## src/rtl/lsp_pkg.sv

```systemverilog
`timescale 1ns / 1ps
// ----------------------------------------------------------------------------
// lsp_pkg
// shared types and constants of the line sensor position block
// ----------------------------------------------------------------------------
package lsp_pkg;

   // sizes of the fields and of the state
   localparam int SAMPLE_BITS     = 10;
   localparam int CHANNEL_BITS    = 4;
   localparam int KIND_BITS       = 2;
   localparam int NUM_BITS        = 5;
   localparam int LEVEL_BITS      = 10;
   localparam int POS_BITS        = 14;
   localparam int COUNT_BITS      = 5;
   localparam int WSUM_BITS       = 28;
   localparam int LSUM_BITS       = 14;
   localparam int CH_PITCH_BITS   = 14;
   localparam int ADD_BITS        = LEVEL_BITS + CH_PITCH_BITS;
   localparam int CSR_INDEX_BITS  = 2;
   localparam int CSR_DATA_BITS   = 10;
   localparam int REQ_DATA_BITS   = 40;
   localparam int RSP_DATA_BITS   = 24;

   // shared divider: dividend, divisor and step counter width
   localparam int DIV_BITS        = WSUM_BITS;
   localparam int DIVISOR_BITS    = LSUM_BITS;
   localparam int DIV_CNT_BITS    = $clog2(DIV_BITS);

   localparam int MAX_SENSORS_DEF = 16;

   // arithmetic constants
   localparam int SAMPLE_MAX      = (1 << SAMPLE_BITS) - 1;
   localparam int LEVEL_TOP       = 1023;
   localparam int LEVEL_BOTTOM    = 200;   // magnitude of the negative bottom
   localparam int LEVEL_RANGE     = LEVEL_TOP + LEVEL_BOTTOM;
   localparam int PITCH           = 1000;
   localparam int HALF_PITCH      = PITCH / 2;
   localparam int WSUM_MAX        = (1 << WSUM_BITS) - 1;
   localparam int LSUM_MAX        = (1 << LSUM_BITS) - 1;
   localparam int COUNT_MAX       = (1 << COUNT_BITS) - 1;
   localparam int POS_MAX         = (1 << POS_BITS) - 1;

   // configuration reset values
   localparam int NUM_SENSORS_RST = 8;
   localparam int HIGH_THR_RST    = 600;
   localparam int LOW_THR_RST     = 100;

   // configuration register indexes
   localparam logic [CSR_INDEX_BITS-1:0] CSR_NUM_SENSORS = 2'd0;
   localparam logic [CSR_INDEX_BITS-1:0] CSR_INVERT      = 2'd1;
   localparam logic [CSR_INDEX_BITS-1:0] CSR_HIGH_THR    = 2'd2;
   localparam logic [CSR_INDEX_BITS-1:0] CSR_LOW_THR     = 2'd3;

   typedef enum logic [KIND_BITS-1:0] {
      KIND_MEASURE   = 2'd0,
      KIND_CAL_SAMPLE = 2'd1,
      KIND_CAL_CLEAR = 2'd2,
      KIND_CAL_LOAD  = 2'd3
   } kind_type;

   typedef enum logic [2:0] {
      ST_IDLE,
      ST_READ,
      ST_DIVIDE,
      ST_LEVEL,
      ST_MULT,
      ST_SUM,
      ST_FINAL,
      ST_STORE
   } state_type;

endpackage

```

## src/rtl/line_sensor_position_top.sv

```systemverilog
`timescale 1ns / 1ps
// ----------------------------------------------------------------------------
// line_sensor_position_top
// calibrated reflectance to weighted centroid line position
// ----------------------------------------------------------------------------
// one item at a time: a beat is taken only in idle; a calibration beat reads and
// writes the memory, a measurement beat also runs the 28-step serial divider
// unless the channel span is zero; the last channel of a frame raises rsp_tvalid
// from the frame end state, or from the store state after a second divider pass
// when the centroid needs one, and waits there while the output register is full
// synchronous active high reset: control registers to defaults, calibration
// reads as min 1023 / max 0 through per-channel valid bits, no clearing pass
// ----------------------------------------------------------------------------
module line_sensor_position_top
   import lsp_pkg::*;
#(
   parameter int MAX_SENSORS = MAX_SENSORS_DEF
) (
   input  logic                      clock,
   input  logic                      reset,
   // request beats
   input  logic                      req_tvalid,
   output logic                      req_tready,
   // channel [3:0], sample_value [13:4], cal_min [23:14], cal_max [33:24]
   input  logic [REQ_DATA_BITS-1:0]  req_tdata,
   // kind [1:0]
   input  logic [KIND_BITS-1:0]      req_tuser,
   // result beats
   output logic                      rsp_tvalid,
   input  logic                      rsp_tready,
   // position [13:0], sensors_on_line [18:14], line_lost [19]
   output logic [RSP_DATA_BITS-1:0]  rsp_tdata,
   // configuration writes
   input  logic                      csr_we,
   input  logic [CSR_INDEX_BITS-1:0] csr_index,
   input  logic [CSR_DATA_BITS-1:0]  csr_wdata
);

   localparam int AW     = $clog2(MAX_SENSORS);
   localparam int NW     = $clog2(MAX_SENSORS + 1);
   localparam int CMP_W  = 8;
   localparam int EDGE_W = 16;

   // ---------------------------------------------------------------------
   // registers
   // ---------------------------------------------------------------------
   state_type                    state_ff, state_in;
   logic [MAX_SENSORS-1:0]       valid_ff, valid_in;

   // configuration
   logic [NUM_BITS-1:0]          num_sensors_ff, num_sensors_in;
   logic                         invert_ff, invert_in;
   logic [LEVEL_BITS-1:0]        high_thr_ff, high_thr_in;
   logic [LEVEL_BITS-1:0]        low_thr_ff, low_thr_in;

   // frame accumulators
   logic [WSUM_BITS-1:0]         wsum_ff, wsum_in;
   logic [LSUM_BITS-1:0]         lsum_ff, lsum_in;
   logic [COUNT_BITS-1:0]        count_ff, count_in;
   logic [POS_BITS-1:0]          last_pos_ff, last_pos_in;

   // captured beat
   kind_type                     kind_ff, kind_in;
   logic [CHANNEL_BITS-1:0]      ch_ff, ch_in;
   logic [SAMPLE_BITS-1:0]       x_ff, x_in;
   logic [SAMPLE_BITS-1:0]       cmin_ff, cmin_in;
   logic [SAMPLE_BITS-1:0]       cmax_ff, cmax_in;

   // shared serial divider
   logic [DIV_BITS-1:0]          quo_ff, quo_in;
   logic [DIVISOR_BITS-1:0]      rem_ff, rem_in;
   logic [DIVISOR_BITS-1:0]      dvs_ff, dvs_in;
   logic [DIV_CNT_BITS-1:0]      div_cnt_ff, div_cnt_in;
   logic                         centroid_ff, centroid_in;
   logic                         neg_ff, neg_in;

   // level and product
   logic [CH_PITCH_BITS-1:0]     ch_pitch_ff, ch_pitch_in;
   logic [LEVEL_BITS-1:0]        level_ff, level_in;
   logic [ADD_BITS-1:0]          add_ff, add_in;

   // output register
   logic                         rsp_valid_ff, rsp_valid_in;
   logic [POS_BITS-1:0]          rsp_pos_ff, rsp_pos_in;
   logic [COUNT_BITS-1:0]        rsp_cnt_ff, rsp_cnt_in;
   logic                         rsp_lost_ff, rsp_lost_in;

   // ---------------------------------------------------------------------
   // calibration memory: {max, min} per channel
   // ---------------------------------------------------------------------
   logic                         ram_we;
   logic [AW-1:0]                ram_rd_addr;
   logic [AW-1:0]                ram_addr;
   logic [2*SAMPLE_BITS-1:0]     ram_wdata;
   logic [2*SAMPLE_BITS-1:0]     ram_rdata;
   logic [AW+CHANNEL_BITS-1:0]   req_ch_wide;
   logic [AW+CHANNEL_BITS-1:0]   ch_wide;

   logic                         req_beat;

   assign req_beat    = req_tvalid && req_tready;
   assign req_ch_wide = {{AW{1'b0}}, req_tdata[CHANNEL_BITS-1:0]};
   assign ram_rd_addr = req_ch_wide[AW-1:0];
   assign ch_wide     = {{AW{1'b0}}, ch_ff};
   assign ram_addr    = ch_wide[AW-1:0];

   lsp_ram #(
      .WIDTH (2 * SAMPLE_BITS),
      .DEPTH (MAX_SENSORS)
   ) u_cal_ram (
      .clock   (clock),
      .wr_en   (ram_we),
      .wr_addr (ram_addr),
      .wr_data (ram_wdata),
      .rd_addr (ram_rd_addr),
      .rd_data (ram_rdata)
   );

   // ---------------------------------------------------------------------
   // combinational helpers
   // ---------------------------------------------------------------------
   logic [NW-1:0]                n_eff;
   logic [SAMPLE_BITS-1:0]       cur_min;
   logic [SAMPLE_BITS-1:0]       cur_max;
   logic [SAMPLE_BITS-1:0]       x_meas;
   logic [SAMPLE_BITS:0]         diff_d;
   logic [SAMPLE_BITS:0]         diff_s;
   logic [SAMPLE_BITS-1:0]       mag_d;
   logic [SAMPLE_BITS-1:0]       mag_s;
   logic [DIVISOR_BITS:0]        rem_shift;
   logic                         quo_bit;
   logic                         meas_in_range;
   logic                         cal_in_range;
   logic                         last_channel;
   logic [EDGE_W-1:0]            edge_pos;
   logic [EDGE_W-1:0]            edge_half;
   logic [WSUM_BITS:0]           wsum_sum;
   logic [LSUM_BITS:0]           lsum_sum;
   logic [WSUM_BITS-1:0]         wsum_base;
   logic [LSUM_BITS-1:0]         lsum_base;
   logic [COUNT_BITS-1:0]        count_base;
   logic [POS_BITS-1:0]          quo_sat;

   // channels per frame: zero counts as one, saturated at the memory depth
   always_comb begin
      if (num_sensors_ff == '0) begin
         n_eff = NW'(1);
      end else if (32'(num_sensors_ff) > MAX_SENSORS) begin
         n_eff = NW'(MAX_SENSORS);
      end else begin
         n_eff = NW'(num_sensors_ff);
      end
   end

   assign meas_in_range = CMP_W'(ch_ff) < CMP_W'(n_eff);
   assign cal_in_range  = CMP_W'(ch_ff) < CMP_W'(MAX_SENSORS);
   assign last_channel  = CMP_W'(ch_ff) == (CMP_W'(n_eff) - CMP_W'(1));
   assign edge_pos      = EDGE_W'((n_eff - NW'(1)) * PITCH);
   assign edge_half     = EDGE_W'((n_eff - NW'(1)) * HALF_PITCH);

   // never-written channels read as their reset calibration
   assign cur_min = valid_ff[ram_addr] ? ram_rdata[SAMPLE_BITS-1:0]
                                       : SAMPLE_BITS'(SAMPLE_MAX);
   assign cur_max = valid_ff[ram_addr] ? ram_rdata[2*SAMPLE_BITS-1:SAMPLE_BITS]
                                       : '0;

   // signed offset and span, split into magnitude and sign
   assign x_meas = invert_ff ? (SAMPLE_BITS'(SAMPLE_MAX) - x_ff) : x_ff;
   assign diff_d = {1'b0, x_meas} - {1'b0, cur_min};
   assign diff_s = {1'b0, cur_max} - {1'b0, cur_min};
   assign mag_d  = diff_d[SAMPLE_BITS] ? SAMPLE_BITS'(-diff_d) : diff_d[SAMPLE_BITS-1:0];
   assign mag_s  = diff_s[SAMPLE_BITS] ? SAMPLE_BITS'(-diff_s) : diff_s[SAMPLE_BITS-1:0];

   // one restoring step of the divider
   assign rem_shift = {rem_ff, quo_ff[DIV_BITS-1]};
   assign quo_bit   = rem_shift >= {1'b0, dvs_ff};

   // a frame restarts at channel zero
   assign wsum_base  = (ch_ff == '0) ? '0 : wsum_ff;
   assign lsum_base  = (ch_ff == '0) ? '0 : lsum_ff;
   assign count_base = (ch_ff == '0) ? '0 : count_ff;
   assign wsum_sum   = {1'b0, wsum_base} + (WSUM_BITS + 1)'(add_ff);
   assign lsum_sum   = {1'b0, lsum_base} + (LSUM_BITS + 1)'(level_ff);

   assign quo_sat = (quo_ff[DIV_BITS-1:POS_BITS] != '0) ? POS_BITS'(POS_MAX)
                                                         : quo_ff[POS_BITS-1:0];

   assign req_tready = (state_ff == ST_IDLE);

   // ---------------------------------------------------------------------
   // next state and datapath
   // ---------------------------------------------------------------------
   always_comb begin
      state_in       = state_ff;
      valid_in       = valid_ff;
      num_sensors_in = num_sensors_ff;
      invert_in      = invert_ff;
      high_thr_in    = high_thr_ff;
      low_thr_in     = low_thr_ff;
      wsum_in        = wsum_ff;
      lsum_in        = lsum_ff;
      count_in       = count_ff;
      last_pos_in    = last_pos_ff;
      kind_in        = kind_ff;
      ch_in          = ch_ff;
      x_in           = x_ff;
      cmin_in        = cmin_ff;
      cmax_in        = cmax_ff;
      quo_in         = quo_ff;
      rem_in         = rem_ff;
      dvs_in         = dvs_ff;
      div_cnt_in     = div_cnt_ff;
      centroid_in    = centroid_ff;
      neg_in         = neg_ff;
      ch_pitch_in    = ch_pitch_ff;
      level_in       = level_ff;
      add_in         = add_ff;
      rsp_valid_in   = rsp_valid_ff;
      rsp_pos_in     = rsp_pos_ff;
      rsp_cnt_in     = rsp_cnt_ff;
      rsp_lost_in    = rsp_lost_ff;
      ram_we         = 1'b0;
      ram_wdata      = {cur_max, cur_min};

      // configuration writes
      if (csr_we) begin
         case (csr_index)
            CSR_NUM_SENSORS: num_sensors_in = csr_wdata[NUM_BITS-1:0];
            CSR_INVERT:      invert_in      = csr_wdata[0];
            CSR_HIGH_THR:    high_thr_in    = csr_wdata[LEVEL_BITS-1:0];
            CSR_LOW_THR:     low_thr_in     = csr_wdata[LEVEL_BITS-1:0];
            default:         ;
         endcase
      end

      // result beat taken
      if (rsp_valid_ff && rsp_tready) begin
         rsp_valid_in = 1'b0;
      end

      case (state_ff)
         ST_IDLE: begin
            if (req_beat) begin
               kind_in  = kind_type'(req_tuser);
               ch_in    = req_tdata[CHANNEL_BITS-1:0];
               x_in     = req_tdata[13:4];
               cmin_in  = req_tdata[23:14];
               cmax_in  = req_tdata[33:24];
               state_in = ST_READ;
            end
         end

         // calibration data is out of the memory now
         ST_READ: begin
            state_in = ST_IDLE;
            if (kind_ff != KIND_MEASURE) begin
               if (cal_in_range) begin
                  ram_we             = 1'b1;
                  valid_in[ram_addr] = 1'b1;
                  case (kind_ff)
                     KIND_CAL_SAMPLE: begin
                        ram_wdata = {(x_ff > cur_max) ? x_ff : cur_max,
                                     (x_ff < cur_min) ? x_ff : cur_min};
                     end
                     KIND_CAL_CLEAR: begin
                        ram_wdata = {SAMPLE_BITS'(0), SAMPLE_BITS'(SAMPLE_MAX)};
                     end
                     KIND_CAL_LOAD: begin
                        ram_wdata = {cmax_ff, cmin_ff};
                     end
                     default: ;
                  endcase
               end
            end else if (meas_in_range) begin
               ch_pitch_in = CH_PITCH_BITS'(ch_ff * PITCH);
               if (diff_s == '0) begin
                  // flat calibration maps to level zero
                  quo_in   = '0;
                  neg_in   = 1'b1;
                  state_in = ST_LEVEL;
               end else begin
                  quo_in      = DIV_BITS'(mag_d) * DIV_BITS'(LEVEL_RANGE);
                  dvs_in      = DIVISOR_BITS'(mag_s);
                  rem_in      = '0;
                  div_cnt_in  = '0;
                  centroid_in = 1'b0;
                  neg_in      = diff_d[SAMPLE_BITS] ^ diff_s[SAMPLE_BITS];
                  state_in    = ST_DIVIDE;
               end
            end
         end

         // one quotient bit per cycle, msb first
         ST_DIVIDE: begin
            quo_in     = {quo_ff[DIV_BITS-2:0], quo_bit};
            rem_in     = quo_bit ? DIVISOR_BITS'(rem_shift - {1'b0, dvs_ff})
                                 : rem_shift[DIVISOR_BITS-1:0];
            div_cnt_in = div_cnt_ff + DIV_CNT_BITS'(1);
            if (div_cnt_ff == DIV_CNT_BITS'(DIV_BITS - 1)) begin
               state_in = centroid_ff ? ST_STORE : ST_LEVEL;
            end
         end

         // quotient minus the bottom offset, clamped to the level range
         ST_LEVEL: begin
            if (neg_ff || (quo_ff < DIV_BITS'(LEVEL_BOTTOM))) begin
               level_in = '0;
            end else if (quo_ff > DIV_BITS'(LEVEL_RANGE)) begin
               level_in = LEVEL_BITS'(LEVEL_TOP);
            end else begin
               level_in = LEVEL_BITS'(quo_ff - DIV_BITS'(LEVEL_BOTTOM));
            end
            state_in = ST_MULT;
         end

         ST_MULT: begin
            add_in   = ADD_BITS'(level_ff) * ADD_BITS'(ch_pitch_ff);
            state_in = ST_SUM;
         end

         // saturating accumulation into the frame sums
         ST_SUM: begin
            wsum_in  = wsum_base;
            lsum_in  = lsum_base;
            count_in = count_base;
            if ((level_ff > high_thr_ff) && (count_base != COUNT_BITS'(COUNT_MAX))) begin
               count_in = count_base + COUNT_BITS'(1);
            end
            if (level_ff > low_thr_ff) begin
               wsum_in = wsum_sum[WSUM_BITS] ? WSUM_BITS'(WSUM_MAX)
                                             : wsum_sum[WSUM_BITS-1:0];
               lsum_in = lsum_sum[LSUM_BITS] ? LSUM_BITS'(LSUM_MAX)
                                             : lsum_sum[LSUM_BITS-1:0];
            end
            state_in = last_channel ? ST_FINAL : ST_IDLE;
         end

         // end of frame: edge report, held position, or centroid divide
         ST_FINAL: begin
            if (count_ff == '0) begin
               if (!rsp_valid_in) begin
                  rsp_valid_in = 1'b1;
                  rsp_pos_in   = (EDGE_W'(last_pos_ff) < edge_half) ? '0
                                                                    : POS_BITS'(edge_pos);
                  rsp_cnt_in   = count_ff;
                  rsp_lost_in  = 1'b1;
                  state_in     = ST_IDLE;
               end
            end else if (lsum_ff != '0) begin
               quo_in      = wsum_ff;
               dvs_in      = lsum_ff;
               rem_in      = '0;
               div_cnt_in  = '0;
               centroid_in = 1'b1;
               state_in    = ST_DIVIDE;
            end else if (!rsp_valid_in) begin
               rsp_valid_in = 1'b1;
               rsp_pos_in   = last_pos_ff;
               rsp_cnt_in   = count_ff;
               rsp_lost_in  = 1'b0;
               state_in     = ST_IDLE;
            end
         end

         // centroid done, wait for the output register if still full
         ST_STORE: begin
            if (!rsp_valid_in) begin
               last_pos_in  = quo_sat;
               rsp_valid_in = 1'b1;
               rsp_pos_in   = quo_sat;
               rsp_cnt_in   = count_ff;
               rsp_lost_in  = 1'b0;
               state_in     = ST_IDLE;
            end
         end

         default: state_in = ST_IDLE;
      endcase
   end

   // ---------------------------------------------------------------------
   // control registers
   // ---------------------------------------------------------------------
   always_ff @(posedge clock) begin
      if (reset) begin
         state_ff       <= ST_IDLE;
         valid_ff       <= '0;
         num_sensors_ff <= NUM_BITS'(NUM_SENSORS_RST);
         invert_ff      <= 1'b0;
         high_thr_ff    <= LEVEL_BITS'(HIGH_THR_RST);
         low_thr_ff     <= LEVEL_BITS'(LOW_THR_RST);
         wsum_ff        <= '0;
         lsum_ff        <= '0;
         count_ff       <= '0;
         last_pos_ff    <= '0;
         rsp_valid_ff   <= 1'b0;
      end else begin
         state_ff       <= state_in;
         valid_ff       <= valid_in;
         num_sensors_ff <= num_sensors_in;
         invert_ff      <= invert_in;
         high_thr_ff    <= high_thr_in;
         low_thr_ff     <= low_thr_in;
         wsum_ff        <= wsum_in;
         lsum_ff        <= lsum_in;
         count_ff       <= count_in;
         last_pos_ff    <= last_pos_in;
         rsp_valid_ff   <= rsp_valid_in;
      end
   end

   // ---------------------------------------------------------------------
   // payload registers
   // ---------------------------------------------------------------------
   always_ff @(posedge clock) begin
      kind_ff     <= kind_in;
      ch_ff       <= ch_in;
      x_ff        <= x_in;
      cmin_ff     <= cmin_in;
      cmax_ff     <= cmax_in;
      quo_ff      <= quo_in;
      rem_ff      <= rem_in;
      dvs_ff      <= dvs_in;
      div_cnt_ff  <= div_cnt_in;
      centroid_ff <= centroid_in;
      neg_ff      <= neg_in;
      ch_pitch_ff <= ch_pitch_in;
      level_ff    <= level_in;
      add_ff      <= add_in;
      rsp_pos_ff  <= rsp_pos_in;
      rsp_cnt_ff  <= rsp_cnt_in;
      rsp_lost_ff <= rsp_lost_in;
   end

   // result beat: position, on-line count, lost flag, zero padding
   assign rsp_tvalid = rsp_valid_ff;
   assign rsp_tdata  = {4'b0000, rsp_lost_ff, rsp_cnt_ff, rsp_pos_ff};

endmodule

```

## src/rtl/lsp_ram.sv

```systemverilog
`timescale 1ns / 1ps
// ----------------------------------------------------------------------------
// lsp_ram
// generic single write port ram with one registered read port
// ----------------------------------------------------------------------------
module lsp_ram #(
   parameter int WIDTH = 8,
   parameter int DEPTH = 16
) (
   input  logic                     clock,
   input  logic                     wr_en,
   input  logic [$clog2(DEPTH)-1:0] wr_addr,
   input  logic [WIDTH-1:0]         wr_data,
   input  logic [$clog2(DEPTH)-1:0] rd_addr,
   output logic [WIDTH-1:0]         rd_data
);

   logic [WIDTH-1:0] mem_ff [DEPTH];
   logic [WIDTH-1:0] rd_data_ff;

   always_ff @(posedge clock) begin
      if (wr_en) begin
         mem_ff[wr_addr] <= wr_data;
      end
      rd_data_ff <= mem_ff[rd_addr];
   end

   assign rd_data = rd_data_ff;

endmodule

```

## config.mk

```make
export PLATFORM = sky130hd
export DESIGN_NAME = line_sensor_position_top
export DESIGN_NICKNAME = d
export VERILOG_FILES = /design/src/rtl/lsp_pkg.sv /design/src/rtl/line_sensor_position_top.sv /design/src/rtl/lsp_ram.sv
export SDC_FILE = /design/constraint.sdc
export NUM_CORES = 1
export LEC_CHECK = 0
export ABC_AREA = 0
export BUFFER_PORTS_ARGS = -buffer_cell sky130_fd_sc_hd__buf_2
export CORE_MARGIN = 4
export CORE_UTILIZATION = 50
export CTS_CLUSTER_DIAMETER = 30
export DETAILED_ROUTE_END_ITERATION = 7
export GPL_TIMING_DRIVEN = 0
export HOLD_SLACK_MARGIN = 0.08
export MAX_ROUTING_LAYER = met4
export PLACE_DENSITY = 0.65
export SLEW_MARGIN = 10
export SYNTH_ARGS = -nofsm -noshare
export SYNTH_HDL_FRONTEND = slang
export SYNTH_HIERARCHICAL = 1
export SYNTH_SLANG_ARGS = --single-unit
```

## constraint.sdc

```tcl
create_clock -name clock -period 11 [get_ports clock]
set_input_delay 0.55 -clock clock [delete_from_list [all_inputs] [get_ports clock]]
set_output_delay 0.55 -clock clock [all_outputs]
set_load 0.005 [all_outputs]
```

==> results by group <==
Final layout
  – Register area: 0.0170 mm^2
  – Most common cell after layout, fill and taps aside: edfxtp_1
  – Fin area: 0.0429 mm^2
  – Multi-input gate area: 0.0178 mm^2
  – Final core occ: 59.9%
  – Most frequent cells in the layout: edfxtp_1 (481), ha_1 (290), inv_1 (286)
  – N_diodes: 0
  – Fin nets: 3896
  – Fill cells: 5686
  – Layout area overhead: 18.4%
  – Share of layout cells above drive strength 1: 12.7%

Synth
  – Main area contributors after synthesis: edfxtp_1 (40%), ha_1 (10%), dfxtp_1 (7.0%)
  – Post-synthesis sequential area ratio: 46.9%
  – Largest family of logic cells by synthesized area: adder cells
  – Compound-Gate Fraction of Synth Area: 11.5%
  – Largest area contributor in the netlist: edfxtp_1
  – Avg Cell Area, Syn: 11.4 um^2
  – Asr flop ratio synth: 0%
  – Flip-flop and latch count after synthesis: 608
  – Post-synthesis xor/xnor area fraction: 3.55%
  – Main flop type after synthesis: edfxtp_1
  – Area share of and/or/nand/nor cells after synthesis: 10.7%
  – Synthesized area: 0.0362 mm^2
  – Post-synth top area share: 39.9%
  – Synthesized instance count: 3173
  – Mux cell area share after synthesis: 6.21%
  – Synth unique cells: 88
  – Number of enable flip-flop cells after synthesis: 481
  – Post-Synth Adder-Cell Area: 16.5%
  – Ys Warns: 6

Clocking
  – Deepest clock path buffer count: 3
  – Clock Sinks: 608
  – CTS buffer count: 121
  – CTS tree: yes
  – Clock Latency Late Sink: 0.69 ns
  – H-tree depth: 3
  – Clock Tree Root: clkbuf_16
  – Worst-path clk slew: 0.05 ns

STA
  – Worst rel slew slack: 12.7%
  – Hold_ws: 0.132 ns
  – Final setup viols: 0
  – RSZ-0062 raised after global routing: false
  – Hold Violations, Final: 0
  – Fmax: 95.9 MHz
  – Fin crit period: 10.43 ns
  – Setup Skew: 0.0670 ns
  – Worst-margin pin slew: 1.31 ns
  – Pins Over Slew Limit: 0
  – Period utilization: 94.8%

Power
  – Seq pwr share: 25.7%
  – Clock share of power: 33.7%
  – Worst vdd ir: 0.000478 V
  – P_leak: 17.2 nW
  – PwrDens: 264 mW/mm^2
  – Internal Pwr Total: 7.27 mW
  – Sw Pwr: 4.05 mW
  – Sw Share: 35.8%
  – Logic pwr share: 40.5%

Critical path
  – Critical Path AT: 10.96 ns
  – Crit path capture type: flip-flop
  – CP Max Fanout: 10
  – Flop-to-flop setup slack: 0.57 ns
  – Master of the slowest instance on the critical path: o31ai_4
  – Setup crit start: ch_ff[1]$_DFFE_PP_
  – CP peak stage delay: 0.59 ns
  – CP bufs+invs: 7
  – Type of origin of the critical path: flip-flop
  – CP Data Required Time: 11.53 ns
  – Critical path class: reg2reg
  – Crit-path most repeated cell: inv_1
  – Crit-path leading delay family: compound AO/OA/AOI/OAI gates
  – Worst R2R Start: ch_ff[1]$_DFFE_PP_

Floorplan
  – Die Wd: 277 um
  – Die area: 0.0768 mm^2
  – Initial cell density of the core: 50.6%
  – Total core area: 0.0716 mm^2
  – Chip height: 277 um
  – Io pins: 85
  – Row count: 98

GRT
  – Grt ovf: 0
  – Antenna violations before repair: 2
  – Largest net degree at the start of global routing: 36
  – First-pass GRT wire length: 153 mm
  – Global Route Usage Sum: 26.1%
  – Vias in the first global route: 26900

Routing
  – DRC violations left: 0
  – 1st-iter DRT viols: 2024
  – Wire per inst: 21.9 um
  – Via Count: 26300
  – Final WL: 98.4 mm
  – Avg Vias per Cell: 5.86
  – Detailed Routing Iterations Pass 1: 6
  – Antenna-violating nets left: 0

Job
  – Max Cap Violations: 0

Place
  – Port bufs: 73
  – RePlAce Congestion: 0.914
  – DP Area: 0.0381 mm^2
  – Final HPWL DP: 72.0 mm

Min path
  – Worst min-delay path category: in2reg
  – Hold path start: req_tuser[1]

Status
  – Outcome: complete, no violations
-- metrics by stage --
stage / instances / worst slack (ns) / TNS [ns] / power (mW)
after floorplan: 3176 / 1.67 / 0 / 6.33
after global routing: 4488 / 0.0944 / 0 / 12.1
after global placement: 4199 / -0.137 / -0.137 / 7.40
final: 4488 / 0.569 / 0 / 11.3
after detailed placement: 4217 / -0.329 / -0.352 / 7.55
after CTS: 4487 / 0.151 / 0 / 11.4
-- final cells by class --
class / count / area share [%]
Multi-Input combinational cell: 2144 / 41.4
Sequential cell: 608 / 39.6
Clock buffer: 144 / 7.42
Tap cell: 950 / 2.77
Clock inverter: 86 / 2.68
Inverter: 288 / 2.52
Timing Repair Buffer: 133 / 2.24
Buffer: 135 / 1.40
-- final timing paths --
kind              cells after the start                          to
hold reg to reg                       2  low_thr_ff[4]$_SDFFE_PP0P_
hold / removal                        1        kind_ff[1]$_DFFE_PP_
setup / recovery                     39        quo_ff[20]$_DFFE_PP_
setup reg to reg                     39        quo_ff[20]$_DFFE_PP_
-- Yosys cell counts, drive strengths merged (11+ instances only) --
library cell	instances
o21ai	145
nand2b	25
mux2i	23
nor2b	39
a21boi	13
inv	286
o211ai	19
a21oi	169
ha	290
fa	116
clkbuf	104
o21a	24
xor2	52
xnor2	94
mux4	82
nor4	12
nand4	18
o21bai	19
dfxtp	127
a31oi	37
a21o	36
nand3	41
or3	12
buf	32
nor2	192
and2	97
nor3	52
or2	11
edfxtp	481
nand2	280
a22oi	74
o22ai	29
-- kinds of logic (layout without fill, tap and decap cells) --
kind of cell,after synthesis,after routing
XOR/XNOR,146,146
AO/OA/AOI/OAI,654,654
multiplexers,114,114
adder cells (fa/ha/maj),409,409
buffers and inverters,424,786
flip-flops,608,608
other,1,4
AND/OR/NAND/NOR,817,817
-- registers in the layout, summed over array words and instances (netlist names), 11 cells and up --
signal	cells
add_ff	21
ch_pitch_ff	11
dvs_ff	14
last_pos_ff	14
lsum_ff	14
quo_ff	28
rem_ff	14
rsp_pos_ff	14
u_cal_ram/mem_ff	320
u_cal_ram/rd_data	20
valid_ff	16
wsum_ff	28
-- routing by layer --
metal,vias up,GRT usage [%],part of all wire (%)
li1,12000,-,-
met1,13000,32.5,40
met2,1013,44.4,50
met3,178,3.86,6.8
met4,0,8.19,3.0
met5,-,-,0
-- power by group through the flow --
stage          combinational, mW  sequential [mW]  clock, mW
3_5_place_dp                4.60             2.95          0
2_1_floorplan               3.43             2.91          0
3_3_place_gp                4.45             2.96          0
5_1_grt                     5.24             2.91       3.98
6_report                    4.59             2.91       3.81
4_1_cts                     4.66             2.91       3.85
-- repair_timing --
| action | 4_1_cts | 5_1_grt |
|---|---|---|
| hold buffers | 33 | 0 |
| hold endpoints to repair | 33 | 0 |
| buffers inserted | 7 | 0 |
| endpoints found under the setup margin | 3 | 4 |
| resized for setup | 0 | 3 |
Note: power is estimated with default switching activity, not from simulation.
